--- src/rtl/tkf_pkg.sv ---
// Shared types and default constants for the streaming top-k frequency block.
package tkf_pkg;

	localparam int TKF_K_MAX      = 8;
	localparam int TKF_VALUE_BITS = 10;
	localparam int TKF_COUNT_BITS = 16;
	localparam int TKF_KCFG_BITS  = 4;
	localparam int TKF_RANK_BITS  = 3;

	typedef enum logic [2:0] {
		ST_CLEAR,
		ST_IDLE,
		ST_UPDATE,
		ST_LOAD,
		ST_BUBBLE,
		ST_FINAL,
		ST_EMIT
	} tkf_state_t;

	// Operations on the rank list: a count update with spare slot fill, or one slot write.
	typedef struct packed {
		logic upd;
		logic wr;
	} tkf_rl_op_t;

endpackage

--- src/rtl/tkf_rank_list.sv ---
// Ranked slot list with a cached count per slot, the rank search and the tail scan.
module tkf_rank_list import tkf_pkg::*; #(
	parameter int K_MAX      = TKF_K_MAX,
	parameter int VALUE_BITS = TKF_VALUE_BITS,
	parameter int COUNT_BITS = TKF_COUNT_BITS,
	localparam int IW        = $clog2(K_MAX + 1)
) (
	input  logic                  clk,
	input  logic                  arst_n,
	input  tkf_rl_op_t            op,
	input  logic [VALUE_BITS-1:0] x,
	input  logic [COUNT_BITS-1:0] new_cnt,
	input  logic [IW-1:0]         keff,
	input  logic [IW-1:0]         wr_idx,
	input  logic [VALUE_BITS-1:0] wr_val,
	input  logic [COUNT_BITS-1:0] wr_cnt,
	input  logic [IW-1:0]         rd_idx,
	output logic [VALUE_BITS-1:0] rd_val,
	output logic [COUNT_BITS-1:0] rd_cnt,
	output logic [IW-1:0]         found_idx,
	output logic                  more_after
);

	logic [VALUE_BITS-1:0] val_q [K_MAX+1];
	logic [COUNT_BITS-1:0] cnt_q [K_MAX+1];

	always_ff @(posedge clk or negedge arst_n) begin
		if (!arst_n) begin
			for (int i = 0; i <= K_MAX; i++) begin
				val_q[i] <= '0;
				cnt_q[i] <= '0;
			end
		end else begin
			for (int i = 0; i <= K_MAX; i++) begin
				if (op.upd) begin
					// The spare slot takes the new value; every copy of it gets the new count.
					if (IW'(i) == keff) begin
						val_q[i] <= x;
						cnt_q[i] <= new_cnt;
					end else if (val_q[i] == x) begin
						cnt_q[i] <= new_cnt;
					end
				end else if (op.wr && (IW'(i) == wr_idx)) begin
					val_q[i] <= wr_val;
					cnt_q[i] <= wr_cnt;
				end
			end
		end
	end

	assign rd_val = val_q[rd_idx];
	assign rd_cnt = cnt_q[rd_idx];

	// First tracked slot that holds x, or the last tracked rank when x is absent.
	always_comb begin
		found_idx = keff - IW'(1);
		for (int i = K_MAX - 1; i >= 0; i--) begin
			if ((i < int'(keff)) && (val_q[i] == x)) begin
				found_idx = IW'(i);
			end
		end
	end

	always_comb begin
		more_after = 1'b0;
		for (int i = 0; i < K_MAX; i++) begin
			if ((val_q[i] != '0) && (i < int'(keff)) && (i > int'(rd_idx))) begin
				more_after = 1'b1;
			end
		end
	end

endmodule

--- config.mk ---
export PLATFORM = sky130hd
export DESIGN_NAME = tkf_rank_list
export DESIGN_NICKNAME = d
export VERILOG_FILES = /design/src/rtl/tkf_pkg.sv /design/src/rtl/tkf_rank_list.sv
export SDC_FILE = /design/constraint.sdc
export NUM_CORES = 1
export LEC_CHECK = 0
export ABC_AREA = 1
export BUFFER_PORTS_ARGS = -buffer_cell sky130_fd_sc_hd__buf_4
export CORE_MARGIN = 4
export CORE_UTILIZATION = 65
export DETAILED_ROUTE_END_ITERATION = 6
export MAX_ROUTING_LAYER = met4
export PLACE_DENSITY_LB_ADDON = 0.25
export SETUP_SLACK_MARGIN = 0.3
export SYNTH_ARGS = -nofsm -noshare
export SYNTH_HDL_FRONTEND = slang
export SYNTH_SLANG_ARGS = --single-unit
export TNS_END_PERCENT = 50
--- constraint.sdc ---
create_clock -name clk -period 2.53 [get_ports clk]
set_input_delay 0.3795 -clock clk [delete_from_list [all_inputs] [get_ports clk]]
set_output_delay 0.3795 -clock clk [all_outputs]
set_load 0.02 [all_outputs]
==> reports/results.md <==
| Step | Result | Value |
|:---|:---|:---|
| status | Run status | finished, violations left |
| status | Violated checks | DRC, setup timing |
| floorplanning | Height of the die | 148 um |
| final layout | Finished Cell Area | 14900 sq um |
| clock network | TritonCTS sink count | 234 |
| critical path | Highest fanout seen on the critical path | 3 |
| yosys | Leading post-synthesis cells by instance count | nand2_1, dfrtp_1, o21ai_0 |
| timing | Slew Limit Headroom | 0.278 |
| pwr | Leakage power figure | 7.11 nW |
| timing | Final Cycle Share | 1.05 |
| final layout | Area growth, synth to finish | 17.4% |
| pwr | Maximum ir drop on the vdd rail | 835 uV |
| global route | Overflow left after global routing | 0 |
| clock network | CTS H-tree depth | 1 |
| timing | Final Hold Viols | 0 |
| yosys | Most used flip-flop cell after synthesis | dfrtp_1 |
| routing | Total via count after detailed routing | 13000 |
| timing | Setup slack after layout | -0.137 ns |
| yosys | Most used standard cell by instance count after synthesis | nand2_1 |
| placed design | Placed wire-length estimate | 29500 um |
| routing | Via/cell ratio | 6.38 |
| floorplanning | Core area | 19000 sq um |
| clock network | Clock latency at the later pin of the worst-skew pair | 0.53 ns |
| final layout | Share of layout cells above drive strength 1 | 0.151 |
| timing | Max-slew violation total from the final report | 0 |
| clock network | Maximum count of clock buffers along a single path | 3 |
| critical path | Critical path type | flop to primary output |
| pwr | Power density over the cells | 815 nW/um^2 |
| final layout | Post-route core utilization | 0.787 |
| routing | Drt initial violations | 1866 |
| critical path | Data required time at the worst endpoint | 2.15 ns |
| floorplanning | Total Die Area | 21800 sq um |
| routing | DR pass1 iterations | 7 |
| yosys | Fraction of registers with async set or reset after synthesis | 1.00 |
| routing | Antenna-violating nets left | 0 |
| yosys | Number of synthesized flops with an enable pin | 0 |
| global route | Initial antenna violation count | 0 |
| hold path | Worst min path class | input pin to flop |
| timing | Minimum period implied by the final worst setup slack | 2.67 ns |
| floorplanning | Die extent in x | 148 um |
| placed design | Weighted congestion at the end of routability-driven global placement | 0.949 |
| yosys | Post-Syn Instances | 1663 |
| yosys | Synthesized area per cell | 7.64 sq um |
| yosys | Sequential share of the synthesized area | 0.461 |
| yosys | Number of synthesized register bits | 234 |
| floorplanning | # IOs | 99 |
| yosys | Synth warn | 0 |
| global route | Via count of the first global-routing pass | 12600 |
| clock network | Clock Root Buffer | clkbuf_16 |
| global route | Largest net degree at the start of global routing | 69 |
| clock network | Clock transition at the registers of the reported paths | 0.06 ns |
| global route | First-pass GRT wire length | 68800 um |
| timing | Worst setup skew after layout | 0.00749 ns |
| timing | Number of failing setup endpoints in the final timing report | 5 |
| routing | Routed length per placed instance | 21.6 um |
| clock network | Number of buffers created by CTS | 25 |
| final layout | Number of antenna diodes | 0 |
| critical path | Critical path startpoint category | flop |
| floorplanning | Starting Density | 0.670 |
| critical path | Arrival time at the worst endpoint | 2.29 ns |
| timing | Setup repair after global routing missed its margin | true |
| placed design | Placement Cell Area | 13800 sq um |
| critical path | Critical path endpoint category | primary output |
| placed design | Inst Count DP | 1971 |
| floorplanning | Row count | 50 |
| timing | Worst slack on hold paths | 0.135 ns |
| timing | Worst-margin pin slew | 1.08 ns |
| final layout | Number of standard cells in the final layout excluding fillers | 2032 |
| placed design | Number of buffers inserted by port buffering | 98 |
| timing | Fmax | 375 MHz |
| global route | Overall fraction of global-route tracks in use | 0.410 |
| yosys | Fraction of post-synthesis cell area in the top cell type by area | 0.461 |
| yosys | Synth Net Count | 1736 |
| yosys | Netlist Area Pre-Place | 12700 sq um |
| yosys | Synth unique cells | 45 |
| yosys | Top cells by area in the synthesized netlist | dfrtp_1, nand2_1, o21ai_0, inv_1, nand3_1 |
| run | Count of max-cap constraint violations | 0 |
| final layout | Number of nets at the end of the flow | 1827 |
| clock network | CTS tree | yes |
| yosys | Cell type with the highest aggregate area in the netlist | dfrtp_1 |
| routing | DR DRC count | 9 |
| placed design | Worst setup slack before clock tree synthesis | 0.120 ns |
| routing | Final wirelength | 44000 um |
[per-layer routing]
metal | vias up | GRT usage | part of all wire
met5 | - | - | 0
met3 | 170 | 0.0972 | 0.14
met1 | 6068 | 0.572 | 0.38
li1 | 5693 | - | -
met2 | 1037 | 0.591 | 0.44
met4 | 0 | 0.149 | 0.042
[worst max-delay path, cell delays in order, from the launching register on]
cell and delay [ns]:
dfrtp_1 0.42, xor2_1 0.16, nor3_1 0.14, nand4_1 0.25
nor2_4 0.21, nand3_2 0.11, nand2_1 0.10, nand2_1 0.08
a21oi_2 0.17, buf_6 0.14
[placed cells by master (no fill, tap or decap), types with 4 or more instances in the layout]
cell       synthesis  final
nand2_2            3      6
nand4_1           52     52
inv_2              6     14
clkbuf_8           0      4
o21ai_1           27     37
nor3_2             1      5
o221ai_1          25     25
nor2_2             3      7
nand2_1          487    484
a31o_2             5      5
clkbuf_16          0     25
bufinv_16          0      4
clkinv_2           0      4
nor3_1            11      7
xnor2_1           16     16
nand3_2            1      7
xor2_1            19     19
o22ai_1           55     55
buf_12             0     12
nor4_2             2      4
ha_1               5      5
a22oi_1           24     22
a31oi_1           20     20
dfrtp_1          234    234
buf_4              8    142
nor4_1            11      9
nor2_4             0      4
o21ai_0          194    184
nand3_1           82     76
inv_1            191    183
nor2_1            68     60
[power by group]
group | internal, W | switching, W | leakage [nW]
registers | 0.00462 | 0.000551 | 2.86
logic | 0.00108 | 0.00198 | 3.82
clock network | 0.00235 | 0.00157 | 0.430
[final timing paths]
| path | slack [ns] | depth (start not counted) | startpoint | to |
|---|---|---|---|---|
| min in group asynchronous | 0.33 | 2 | arst_n | val_q[34]$_DFFE_PN0P_ |
| max reg2reg | 0.38 | 11 | val_q[57]$_DFFE_PN0P_ | cnt_q[85]$_DFFE_PN0P_ |
| max in group asynchronous | 1.48 | 3 | arst_n | cnt_q[133]$_DFFE_PN0P_ |
| min | 0.14 | 3 | new_cnt[6] | cnt_q[118]$_DFFE_PN0P_ |
| max | -0.14 | 9 | val_q[57]$_DFFE_PN0P_ | found_idx[0] |
| min reg2reg | 0.52 | 2 | cnt_q[132]$_DFFE_PN0P_ | cnt_q[132]$_DFFE_PN0P_ |
[cell type report]
class	instances	area [sq um]
tap	260	325
clock buffer	32	692
inverter	202	766
fill	1278	4040
sequential	234	5860
multi-input combinational	1132	5730
clock inverter	13	183
timing repair buffer	159	1370
[cells by family (layout without fill, tap and decap cells)]
family	Yosys count	count (layout)	share of synthesized area
simple gates	730	730	0.245
fa+ha+maj	5	5	0.00493
buf+inv	297	406	0.0986
compound gates	362	362	0.166
flops	234	234	0.461
xor+xnor	35	35	0.0241
[sequential cells by signal (all words and copies together) (netlist names)]
name	count
cnt_q	144
val_q	90
[through the flow]
stage	total power [W]	TNS, ns
2_1_floorplan	0.00686	0
3_3_place_gp	0.00783	0
3_5_place_dp	0.00796	0
4_1_cts	0.0120	-0.187
5_1_grt	0.0127	-0.852
6_report	0.0121	-0.472
[what timing repair did]
action	4_1_cts	5_1_grt
buffers inserted	10	5
endpoints found under the hold margin	38	0
setup endpoints to repair	6	30
pin swaps	21	12
hold buffers	1	0
gates resized for setup	24	28
Power figures use the tool's default switching activity.
